--- config.mk ---
export PLATFORM = sky130hd
export DESIGN_NAME = grb_mod_div
export DESIGN_NICKNAME = d
export VERILOG_FILES = /design/src/rtl/core/grb_pkg.sv /design/src/rtl/core/grb_mod_div.sv
export SDC_FILE = /design/constraint.sdc
export NUM_CORES = 1
export LEC_CHECK = 0
export ABC_AREA = 1
export BUFFER_PORTS_ARGS = -buffer_cell sky130_fd_sc_hd__buf_4
export CAP_MARGIN = 10
export CORE_MARGIN = 2
export CORE_UTILIZATION = 45
export CTS_CLUSTER_DIAMETER = 40
export DETAILED_ROUTE_END_ITERATION = 6
export PLACE_DENSITY = 0.67
export SETUP_SLACK_MARGIN = 0.1
export SKIP_LAST_GASP = 1
export SLEW_MARGIN = 20
export SYNTH_ARGS = -nofsm -noshare
export SYNTH_HDL_FRONTEND = slang
export SYNTH_SLANG_ARGS = --single-unit
--- constraint.sdc ---
create_clock -name clk -period 2 [get_ports clk]
set_input_delay 0.4 -clock clk [delete_from_list [all_inputs] [get_ports clk]]
set_output_delay 0.4 -clock clk [all_outputs]
set_load 0.01 [all_outputs]
--- src/rtl/core/grb_pkg.sv ---
`timescale 1ns / 1ps
// ----------------------------------------------------------------------------
// Roulette breeder package
// Shared field widths, codes and constants of the breeding engine.
// ----------------------------------------------------------------------------
package grb_pkg;

    localparam int MODE_W   = 2;
    localparam int SLOT_W   = 6;
    localparam int WORD_W   = 64;
    localparam int FIT_W    = 32;
    localparam int PAR_W    = 6;
    localparam int CUT_W    = 7;
    localparam int STAT_W   = 2;
    localparam int THR_W    = 10;
    localparam int CFG_IDX_W = 2;
    localparam int CFG_DAT_W = 32;
    localparam int LFSR_W   = 32;

    localparam int GENE_BITS_DEF = 64;
    localparam int COLONY_DEF    = 64;

    localparam logic [MODE_W-1:0] MODE_LOAD   = 2'd0;
    localparam logic [MODE_W-1:0] MODE_BREED  = 2'd1;
    localparam logic [MODE_W-1:0] MODE_COMMIT = 2'd2;
    localparam logic [MODE_W-1:0] MODE_READ   = 2'd3;

    localparam logic [STAT_W-1:0] ST_OK   = 2'd0;
    localparam logic [STAT_W-1:0] ST_SLOT = 2'd1;
    localparam logic [STAT_W-1:0] ST_ZERO = 2'd2;

    localparam logic [CFG_IDX_W-1:0] CFG_CROSSOVER = 2'd0;
    localparam logic [CFG_IDX_W-1:0] CFG_MUTATION  = 2'd1;
    localparam logic [CFG_IDX_W-1:0] CFG_SEED      = 2'd2;

    localparam logic [THR_W-1:0]  CROSSOVER_RESET = 10'd900;
    localparam logic [THR_W-1:0]  MUTATION_RESET  = 10'd900;
    localparam logic [LFSR_W-1:0] SEED_RESET      = 32'd1;
    localparam logic [LFSR_W-1:0] LFSR_TAPS       = 32'h8020_0003;

    // x mod 1000 for 32-bit x: q = (x * RECIP) >> RECIP_SHIFT is exact.
    localparam logic [31:0] DRAW_MOD    = 32'd1000;
    localparam logic [31:0] RECIP       = 32'd2199023256;
    localparam int          RECIP_SHIFT = 41;

endpackage

--- src/rtl/core/grb_mod_div.sv ---
`timescale 1ns / 1ps
// ----------------------------------------------------------------------------
// Roulette breeder remainder unit
// Restoring radix-2 remainder of two 32-bit words, one bit per cycle.
// ----------------------------------------------------------------------------
module grb_mod_div
(
    input  logic                         clk,
    input  logic                         rst_n,
    input  logic                         start,
    input  logic [grb_pkg::FIT_W-1:0]    dividend,
    input  logic [grb_pkg::FIT_W-1:0]    divisor,
    output logic                         done,
    output logic [grb_pkg::FIT_W-1:0]    remainder
);

    logic [grb_pkg::FIT_W-1:0] rem_reg;
    logic [grb_pkg::FIT_W-1:0] dvd_reg;
    logic [4:0]                cnt_reg;
    logic                      busy_reg;
    logic                      done_reg;
    logic [grb_pkg::FIT_W:0]   rem_shift;
    logic [grb_pkg::FIT_W:0]   rem_diff;
    logic [grb_pkg::FIT_W-1:0] rem_next;

    always_comb
    begin
        rem_shift = {rem_reg, dvd_reg[grb_pkg::FIT_W-1]};
        rem_diff  = rem_shift - {1'b0, divisor};
        if (rem_shift >= {1'b0, divisor})
        begin
            rem_next = rem_diff[grb_pkg::FIT_W-1:0];
        end
        else
        begin
            rem_next = rem_shift[grb_pkg::FIT_W-1:0];
        end
    end

    always_ff @(posedge clk or negedge rst_n)
    begin
        if (!rst_n)
        begin
            busy_reg <= 1'b0;
            done_reg <= 1'b0;
            cnt_reg  <= '0;
        end
        else
        begin
            done_reg <= 1'b0;
            if (start)
            begin
                busy_reg <= 1'b1;
                cnt_reg  <= '0;
            end
            else if (busy_reg)
            begin
                cnt_reg <= cnt_reg + 5'd1;
                if (cnt_reg == 5'd31)
                begin
                    busy_reg <= 1'b0;
                    done_reg <= 1'b1;
                end
            end
        end
    end

    always_ff @(posedge clk)
    begin
        if (start)
        begin
            rem_reg <= '0;
            dvd_reg <= dividend;
        end
        else if (busy_reg)
        begin
            rem_reg <= rem_next;
            dvd_reg <= {dvd_reg[grb_pkg::FIT_W-2:0], 1'b0};
        end
    end

    assign done      = done_reg;
    assign remainder = rem_reg;

endmodule

==> results.cfg <==
[run_status]
status = complete, but fails checks
violations = setup timing

[clock_tree]
cts_root_buf = clkbuf_16
clk_pin_slew_worst_paths_ns = 0.06
cts_buffer_depth = 2
cts_max_level = 3
numCtsBuffers = 9
insertion_delay_ns = 0.35
cts_tree = done
clock-sinks = 71

[timing]
finalCriticalPeriod_ns = 2.08
fin_crit_sh = 1.04
holdWs_ns = 0.305
fin_ws_ns = -0.0793
hold_viol = 0
tns_ns = -0.689
clock_skew_ns = 0.00898
setup_viol_count_final = 22
rsz0062_at_grt = true
slew_violations = 0
fmax_mhz = 481
worst_pin_slew_ns = 0.368
relSlewSlack = 0.755

[yosys]
synth_top_family_by_area = simple AND/OR/NAND/NOR gates
synth_mux_area_frac = 0
syn_area_um2 = 5700
synth_xor_area_frac = 0.0215
synth_area_leaders = nand2_1, edfxtp_1, dfxtp_1
ys.flop_type = edfxtp_1
yosys.area_share.adder = 0.0781
avgSynthCellArea_um2 = 6.23
netlist_instances = 916
synth_top_cell_by_area = nand2_1
yosysWarnings = 0
synth-edff-count = 32
synth_nets = 1018
synth_simple_gate_area_share = 0.410
ys_ff_latch = 71
yosysUniqueCellTypes = 36
ys_seq_area_frac = 0.312
synthArstFlopShare = 0.0986
synth_compound_area_frac = 0.0489
synth_top_area_share = 0.253

[critical_path]
crit_chain = inv_2, ha_4, inv_2, fa_2, nand3_2, nand3_4, nand2_2, nand2_2, nand2_2, nand2_4, buf_6, xnor2_2, nand2_1, nand3_1, o21ai_1
critPathRequiredTime_ns = 2.23
critical_path.most_common_cell = nand2_2
cp_top_family = simple AND/OR/NAND/NOR gates
path_max_fanout = 4
path_class = reg -> reg
critPathLaunchType = flip-flop
slowest_delay_ns = 0.38
crit_arrival_ns = 2.31
cp-end-kind = flip-flop
cp.buffers_inverters = 3
cp_slowest_cell = fa_2

[placement]
gp_congestion = 1.00
port_buffers = 99
dpl_worst_slack_ns = -0.293
placed_cells = 1285
dp_hpwl_mm = 13.0

[die]
num_rows = 41
die_x_um = 117
dieArea_um2 = 13600
top_level_ports = 100
initial_utilization = 0.456
core-area_um2 = 12500
die_h_um = 117

[finish]
drive_above_1_share = 0.377
antenna_cells = 0
final-instance-count-excl-fill = 1331
final_nets = 1256
area_growth_pct = 59.6

[routing]
dr.pass1.iters = 5
viasPerCell = 4.89
antenna_left = 0
drt-total-wl_mm = 19.2
routed_wire_length_per_instance_um = 14.4
remaining_drc_errors = 0
vias = 6509
drt-initial-drc-count = 490

[power_and_ir_drop]
power.density_nw_per_um2 = 1230
ir_drop_uv = 688
power.leakage_nw = 4.87

[worst_hold_path]
holdCritPathClass = in -> reg

[grt]
grt_pass1_vias = 6129
grt_pass1_wl_mm = 29.4
grt_usage = 0.280
grt_max_degree = 32
grt.overflow.total = 0
antenna_found_initial = 0

[flow_run]
maxCapViolations = 0
-- metal layers --
layer,vias to the layer above,GRT usage,share of wire
met5,-,0,0
met2,217,0.478,0.48
li1,3308,-,-
met3,35,0.0400,0.057
met1,2949,0.357,0.44
met4,0,0.112,0.027
-- final timing paths --
path	start	endpoint	slack, ns	cells past startpoint
max in group asynchronous	rst_n	cnt_reg[2]	1.46	2
worst min register to register	remainder[30]	remainder[30]	0.51	2
worst min-delay path	start	done	0.30	2
worst max register to register	dvd_reg[31]	remainder[14]	-0.08	15
min in group asynchronous	rst_n	done	0.42	2
worst max-delay path	dvd_reg[31]	remainder[14]	-0.08	15
-- metrics by stage --
| stage | instance area (um^2) | util | total power [mW] |
|---|---|---|---|
| after floorplan | 5820 | - | 5.23 |
| after global placement | 7580 | 0.606 | 7.52 |
| after detailed placement | 7580 | 0.606 | 7.58 |
| after global routing | 9100 | 0.727 | 11.9 |
| final | 9100 | 0.727 | 11.2 |
| after CTS | 8820 | 0.705 | 10.6 |
-- placed cells by master (no fill, tap or decap), types with 3 or more instances in the layout --
cell,synthesis,final
a21oi_1,23,16
a21oi_2,0,5
a21oi_4,1,3
buf_12,0,4
buf_16,0,5
buf_4,0,229
buf_6,3,7
clkbuf_16,0,10
dfrtp_1,7,7
dfxtp_1,32,17
dfxtp_2,0,13
edfxtp_1,32,32
ha_1,34,5
ha_4,0,29
inv_1,163,156
inv_2,3,10
nand2_1,385,335
nand2_2,6,43
nand2_4,1,12
nand3_1,73,42
nand3_2,1,30
nand3b_1,21,21
nor2_1,45,33
nor2_2,5,7
nor2_4,0,10
nor3_1,13,12
o21ai_0,4,4
o21ai_1,18,18
o21bai_1,3,3
xnor2_1,13,9
xnor2_2,0,3
-- final cells by class --
| type | instances | area (um^2) |
|---|---|---|
| repair buffers | 248 | 2070 |
| well taps | 172 | 215 |
| clock buffers | 10 | 229 |
| multi-input cells | 657 | 4100 |
| fillers | 1040 | 3410 |
| clock inverters | 6 | 62.6 |
| inverters | 167 | 627 |
| flip-flops and latches | 71 | 1800 |
-- cell usage after synthesis, types with 6 or more instances --
library cell,n
clkbuf_1,7
nand3b_1,21
inv_1,163
buf_2,9
xnor2_1,13
nand2_1,385
dfrtp_1,7
edfxtp_1,32
o21ai_1,18
nor3_1,13
nor2_1,45
ha_1,34
dfxtp_1,32
a21oi_1,23
nand2_2,6
nand3_1,73
-- what timing repair did --
action,in CTS,in global routing
hold buffers,1,0
setup buffers,19,5
endpoints found under the hold margin,7,0
cloned,5,1
endpoints found under the setup margin,32,32
pin swaps,41,23
gates resized for setup,135,59
-- cells by family (layout without fill, tap and decap cells) --
group / after synthesis / in the layout
simple gates: 557 / 557
buf+inv: 188 / 431
flops: 71 / 71
compound gates: 51 / 51
fa+ha+maj: 35 / 35
xor+xnor: 14 / 14
-- where the power goes --
part           switching (mW)  internal (mW)  leakage (nW)
logic                    3.75           3.67          4.02
registers               0.265           1.85         0.713
clock network           0.671          0.962         0.136
total                    4.68           6.48          4.87
(Power assumes the default switching activity.)
